**src/hw/rtl/tfn_pkg.sv**
```systemverilog
// shared types and constants of the triangle face normal pipeline
package tfn_pkg;

	localparam int CoordW = 24;
	localparam int EdgeW  = 25;
	localparam int ProdW  = 50;
	localparam int MagW   = 49;
	localparam int NormW  = 30;
	localparam int RootW  = 31;
	localparam int QuotW  = 15;
	localparam int OutW   = 16;

	// one triangle item
	typedef struct packed {
		logic signed [CoordW-1:0] ax;
		logic signed [CoordW-1:0] ay;
		logic signed [CoordW-1:0] az;
		logic signed [CoordW-1:0] bx;
		logic signed [CoordW-1:0] by_coord;
		logic signed [CoordW-1:0] bz;
		logic signed [CoordW-1:0] cx;
		logic signed [CoordW-1:0] cy;
		logic signed [CoordW-1:0] cz;
		logic                     last_in;
	} tfn_tri_t;

	// one normal item
	typedef struct packed {
		logic signed [OutW-1:0] nx;
		logic signed [OutW-1:0] ny;
		logic signed [OutW-1:0] nz;
		logic                   degenerate;
		logic                   last_out;
	} tfn_nrm_t;

	// cross product magnitudes and signs
	typedef struct packed {
		logic [2:0][MagW-1:0] m;
		logic [2:0]           neg;
		logic                 last;
	} tfn_mag_t;

	// normalised magnitudes travelling beside the root and divider
	typedef struct packed {
		logic [2:0][NormW-1:0] m;
		logic [2:0]            neg;
		logic                  degen;
		logic                  last;
	} tfn_side_t;

endpackage

```
**src/hw/rtl/tfn_norm.sv**
```systemverilog
// leading one search and common shift of the three magnitudes
module tfn_norm (
	input  logic               clk,
	input  logic               arst_n,
	input  logic               en,
	input  logic               v_in,
	input  tfn_pkg::tfn_mag_t  mag_in,
	output logic               v_out,
	output tfn_pkg::tfn_side_t side_out
);

	localparam int Chunks = 7;

	tfn_pkg::tfn_mag_t mag_s1, mag_s2;
	logic [Chunks-1:0] nz_s1;
	logic [2:0]        pos_s1 [Chunks];
	logic [5:0]        p_s2;
	logic              degen_s2;
	tfn_pkg::tfn_side_t side_s3;
	logic              v_s1, v_s2, v_s3;

	logic [55:0]       orv;
	logic [Chunks-1:0] nz_c;
	logic [2:0]        pos_c [Chunks];
	logic [5:0]        p_c;
	logic [77:0]       wide [3];

	// per chunk leading one
	always_comb begin
		orv = 56'(mag_in.m[0] | mag_in.m[1] | mag_in.m[2]);
		for (int c = 0; c < Chunks; c++) begin
			nz_c[c]  = |orv[8*c +: 8];
			pos_c[c] = 3'd0;
			for (int b = 0; b < 8; b++) begin
				if (orv[8*c + b]) pos_c[c] = 3'(b);
			end
		end
	end

	// highest non-zero chunk
	always_comb begin
		p_c = 6'd0;
		for (int c = 0; c < Chunks; c++) begin
			if (nz_s1[c]) p_c = {3'(c), pos_s1[c]};
		end
	end

	// shift so the leading one lands on the top bit
	always_comb begin
		for (int k = 0; k < 3; k++) begin
			wide[k] = {mag_s2.m[k], 29'd0} >> p_s2;
		end
	end

	// valid chain
	always_ff @(posedge clk or negedge arst_n) begin
		if (!arst_n) begin
			v_s1 <= 1'b0; v_s2 <= 1'b0; v_s3 <= 1'b0;
		end else if (en) begin
			v_s1 <= v_in; v_s2 <= v_s1; v_s3 <= v_s2;
		end
	end

	always_ff @(posedge clk) begin
		if (en) begin
			mag_s1 <= mag_in;
			nz_s1  <= nz_c;
			pos_s1 <= pos_c;
			mag_s2 <= mag_s1;
			p_s2   <= p_c;
			degen_s2 <= ~|nz_s1;
			for (int k = 0; k < 3; k++) side_s3.m[k] <= wide[k][tfn_pkg::NormW-1:0];
			side_s3.neg   <= mag_s2.neg;
			side_s3.degen <= degen_s2;
			side_s3.last  <= mag_s2.last;
		end
	end

	assign v_out    = v_s3;
	assign side_out = side_s3;

endmodule

```
**config.mk**
```make
export PLATFORM = sky130hd
export DESIGN_NAME = tfn_norm
export DESIGN_NICKNAME = d
export VERILOG_FILES = /design/src/hw/rtl/tfn_pkg.sv /design/src/hw/rtl/tfn_norm.sv
export SDC_FILE = /design/constraint.sdc
export NUM_CORES = 1
export LEC_CHECK = 0
export ABC_AREA = 0
export BUFFER_PORTS_ARGS = -buffer_cell sky130_fd_sc_hd__buf_2
export CAP_MARGIN = 20
export CORE_MARGIN = 8
export CORE_UTILIZATION = 42
export CTS_CLUSTER_DIAMETER = 40
export CTS_CLUSTER_SIZE = 8
export DETAILED_ROUTE_END_ITERATION = 16
export GPL_TIMING_DRIVEN = 0
export RECOVER_POWER = 100
export SETUP_SLACK_MARGIN = 0.02
export SLEW_MARGIN = 20
export SYNTH_ARGS = -nofsm -noshare
export SYNTH_HDL_FRONTEND = slang
export SYNTH_SLANG_ARGS = --single-unit
```
**constraint.sdc**
```tcl
create_clock -name clk -period 2.26 [get_ports clk]
set_input_delay 0.339 -clock clk [delete_from_list [all_inputs] [get_ports clk]]
set_output_delay 0.339 -clock clk [all_outputs]
set_load 0.02 [all_outputs]
```
==> flow_metrics.env <==
export IMPL_finClkSkew_ns=0.0570
export IMPL_start_kind="flop"
export IMPL_peakVddDrop_v=0.000744
export IMPL_drt_met1_wl_um=42600
export IMPL_yosysWarningCount=0
export IMPL_cpMostUsedCell="buf_12"
export IMPL_cp_slowest_stage_delay_ns=0.55
export IMPL_top_layer_used="met5"
export IMPL_cts_clk_slew_worst_paths_ns=0.05
export IMPL_max_clock_freq_ghz=0.346
export IMPL_final_common_cell="edfxtp_1"
export IMPL_setup_violations=170
export IMPL_track_usage_pct=34.5
export IMPL_die_area_um2=62700
export IMPL_utilization_pct=57.3
export IMPL_ant_nets=0
export IMPL_wl_per_cell_um=38.6
export IMPL_drv_cap=0
export IMPL_rr_worst_depth=9
export IMPL_dpl_cell_count=2545
export IMPL_areaGrowthSynthToFinish_pct=36.0
export IMPL_met2RoutedLength_um=50300
export IMPL_syn_area_um2=23100
export IMPL_row_count=86
export IMPL_slew_headroom_pct=13.3
export IMPL_drt_pass1_iter_count=5
export IMPL_insertion_delay_ns=0.64
export IMPL_finalHoldViolCount=0
export IMPL_grt_pass1_wl_um=153000
export IMPL_routed_wl_um=112000
export IMPL_p_total_uw=26500
export IMPL_cts_max_path_buffers=3
export IMPL_r2r_end="side_out[89]"
export IMPL_rsz0062_at_grt="true"
export IMPL_drc_errors=0
export IMPL_grt_max_degree=107
export IMPL_critical_path_endpoint_type="flop"
export IMPL_status="finished with violations"
export IMPL_first_iter_violations=2443
export IMPL_antenna_found_initial=4
export IMPL_worst_pin_slew_ns=1.30
export IMPL_grt_pass1_vias=19100
export IMPL_final_max_slew_viol_count=0
export IMPL_hold_path_class="input port to asynchronous set/reset pin"
export IMPL_slowest_stage="mux4_2"
export IMPL_numPortBuffers=250
export IMPL_drive_gt1_share_pct=33.1
export IMPL_grt_ovfl_total=0
export IMPL_start_util_pct=42.2
export IMPL_cts_tree="built"
export IMPL_worstPathArrival_ns=3.21
export IMPL_clkSinkCount=432
export IMPL_post_place_ws_ns=-1.92
export IMPL_routed_via_count=19200
export IMPL_failed_checks="setup timing"
export IMPL_crit_path_max_fanout=8
export IMPL_via_per_inst=6.63
export IMPL_nets=2311
export IMPL_timing_rr_start="p_s2[0]"
export IMPL_synth_edf_count=429
export IMPL_synth_top_flop_cell="edfxtp_1"
export IMPL_reg2reg_slack_ns=-0.63
export IMPL_leakage_uw=0.0109
export IMPL_core_um2=54800
export IMPL_yosysSeqAreaShare_pct=56.1
export IMPL_setup_slack_ns=-0.628
export IMPL_syn_avg_cell_area_um2=14.5
export IMPL_ys_types=66
export IMPL_ioPinCount=251
export IMPL_gp_congestion=1.06
export IMPL_cp_cell_sequence="buf_12 > buf_12 > buf_12 > buf_12 > mux2_4 > mux4_2 > a2bb2oi_2 > nand3_2 > o22a_1"
export IMPL_synthArstFlopShare_pct=0.694
export IMPL_dpl_hpwl_um=85100
export IMPL_die_y_um=250
export IMPL_syn_inst=1587
export IMPL_stdcell_count=2898
export IMPL_worstPathRequired_ns=2.58
export IMPL_die_x_um=250
export IMPL_post_route_min_period_ns=2.89
export IMPL_crit_type="flop to flop"
export IMPL_cts_buffers=71
export IMPL_syn_num_nets=1742
export IMPL_fillCellCount=4340
export IMPL_root_buffer="clkbuf_16"
export IMPL_dr_wl_met3_um=11400
export IMPL_powerDensity_nw_per_um2=845
export IMPL_htree_levels=3
export IMPL_period_share_pct=128
export IMPL_ys_seq_elements=432
export IMPL_most_common_layout_cells="edfxtp_1 (429), clkbuf_1 (256), mux4_2 (153), dlygate4sd3_1 (153), nand2_1 (128)"
-- per-stage QoR --
stage,cell area [µm²],hold WS (ns),setup TNS [ns]
finish,31400,0.0628,-55.46
CTS,30400,0.0214,-34.92
global placement,25400,0.134,-2252.66
global route,31400,0.0591,-73.26
floorplan,23200,0.0434,-1.14
detailed placement,25500,0.141,-112.67
-- worst max path at each step --
stage / start / endpoint / slack (ns) / depth (start not counted)
2_1_floorplan: p_s2[0] / side_out[89] / -0.09 / 9
3_3_place_gp: en / v_s1 / -5.25 / 2
3_5_place_dp: p_s2[3] / side_out[52] / -1.92 / 7
4_1_cts: p_s2[0] / side_out[89] / -0.50 / 9
5_1_grt: p_s2[0] / side_out[59] / -0.61 / 9
6_report: p_s2[0] / side_out[89] / -0.63 / 9
-- layout make-up --
cell class              instances  area (µm²)  share of cell area, %
flip-flops and latches        432       13000                   41.3
multi-input cells            1028       10900                   34.7
repair buffers                498        3400                   10.8
clock buffers                  86        1840                   5.87
plain buffers                 117        1040                   3.31
well taps                     704         881                   2.80
clock inverters                23         348                   1.11
inverters                       8        35.0                  0.112
diodes                          2        5.00                 0.0159
-- what timing repair did --
item                                   4_1_cts  5_1_grt
endpoints found under the hold margin      155        0
gates resized for setup                    269      192
hold buffers                               153        0
gates cloned                                 0        3
buffers inserted                            30       58
setup endpoints to repair                   90       94
pin swaps                                   13       37
-- registers in the layout (all words and copies together) (netlist names) --
register	cells
nz_s1	7
p_s2	6
side_out	95
v_s1	1
v_s2	1
degen_s2	1
mag_s1	151
v_out	1
pos_s1	18
mag_s2	151
-- metal layers --
metal,vias to the layer above,global-route usage [%]
met3,335,9.15
met1,9656,43.6
met5,-,0
met2,1550,54.6
met4,2,17.3
li1,7659,-
-- power by group --
group	internal (µW)	switching [µW]	leakage [µW]
sequential	9680	494	0.00426
combinational	2560	3850	0.00564
clock	6150	3790	0.00105
total	18400	8130	0.0109
-- critical path, delay by kind of cell (launching register included) --
| kind | cells | cell delay, ns |
|---|---|---|
| AO/OA/AOI/OAI | 2 | 0.45 |
| AND/OR/NAND/NOR | 1 | 0.18 |
| multiplexers | 2 | 0.84 |
| buffers and inverters | 4 | 0.63 |
| flip-flops | 1 | 0.44 |
-- cell families (layout without fill, tap and decap cells) --
kind of cell	count (synthesis)	count (layout)	synth area share, %
flip-flops	432	432	56.1
AND/OR/NAND/NOR	357	357	7.41
multiplexers	341	341	23.6
AO/OA/AOI/OAI	330	330	10.1
other	0	2	0
buffers and inverters	127	732	2.79
-- Yosys cell counts, drive strengths merged, types with 19 or more instances --
cell type | number | area share (%)
a22oi | 20 | 0.65
nor2 | 60 | 0.98
o21ai | 57 | 1.2
mux2 | 88 | 4.3
edfxtp | 429 | 56
mux4 | 153 | 15
mux2i | 100 | 4.3
a21oi | 47 | 1.0
buf | 64 | 1.8
o22ai | 36 | 0.98
nand2b | 19 | 0.51
nor3 | 43 | 0.93
clkbuf | 55 | 0.89
nand2 | 136 | 2.2
Power figures use the tool's default switching activity.
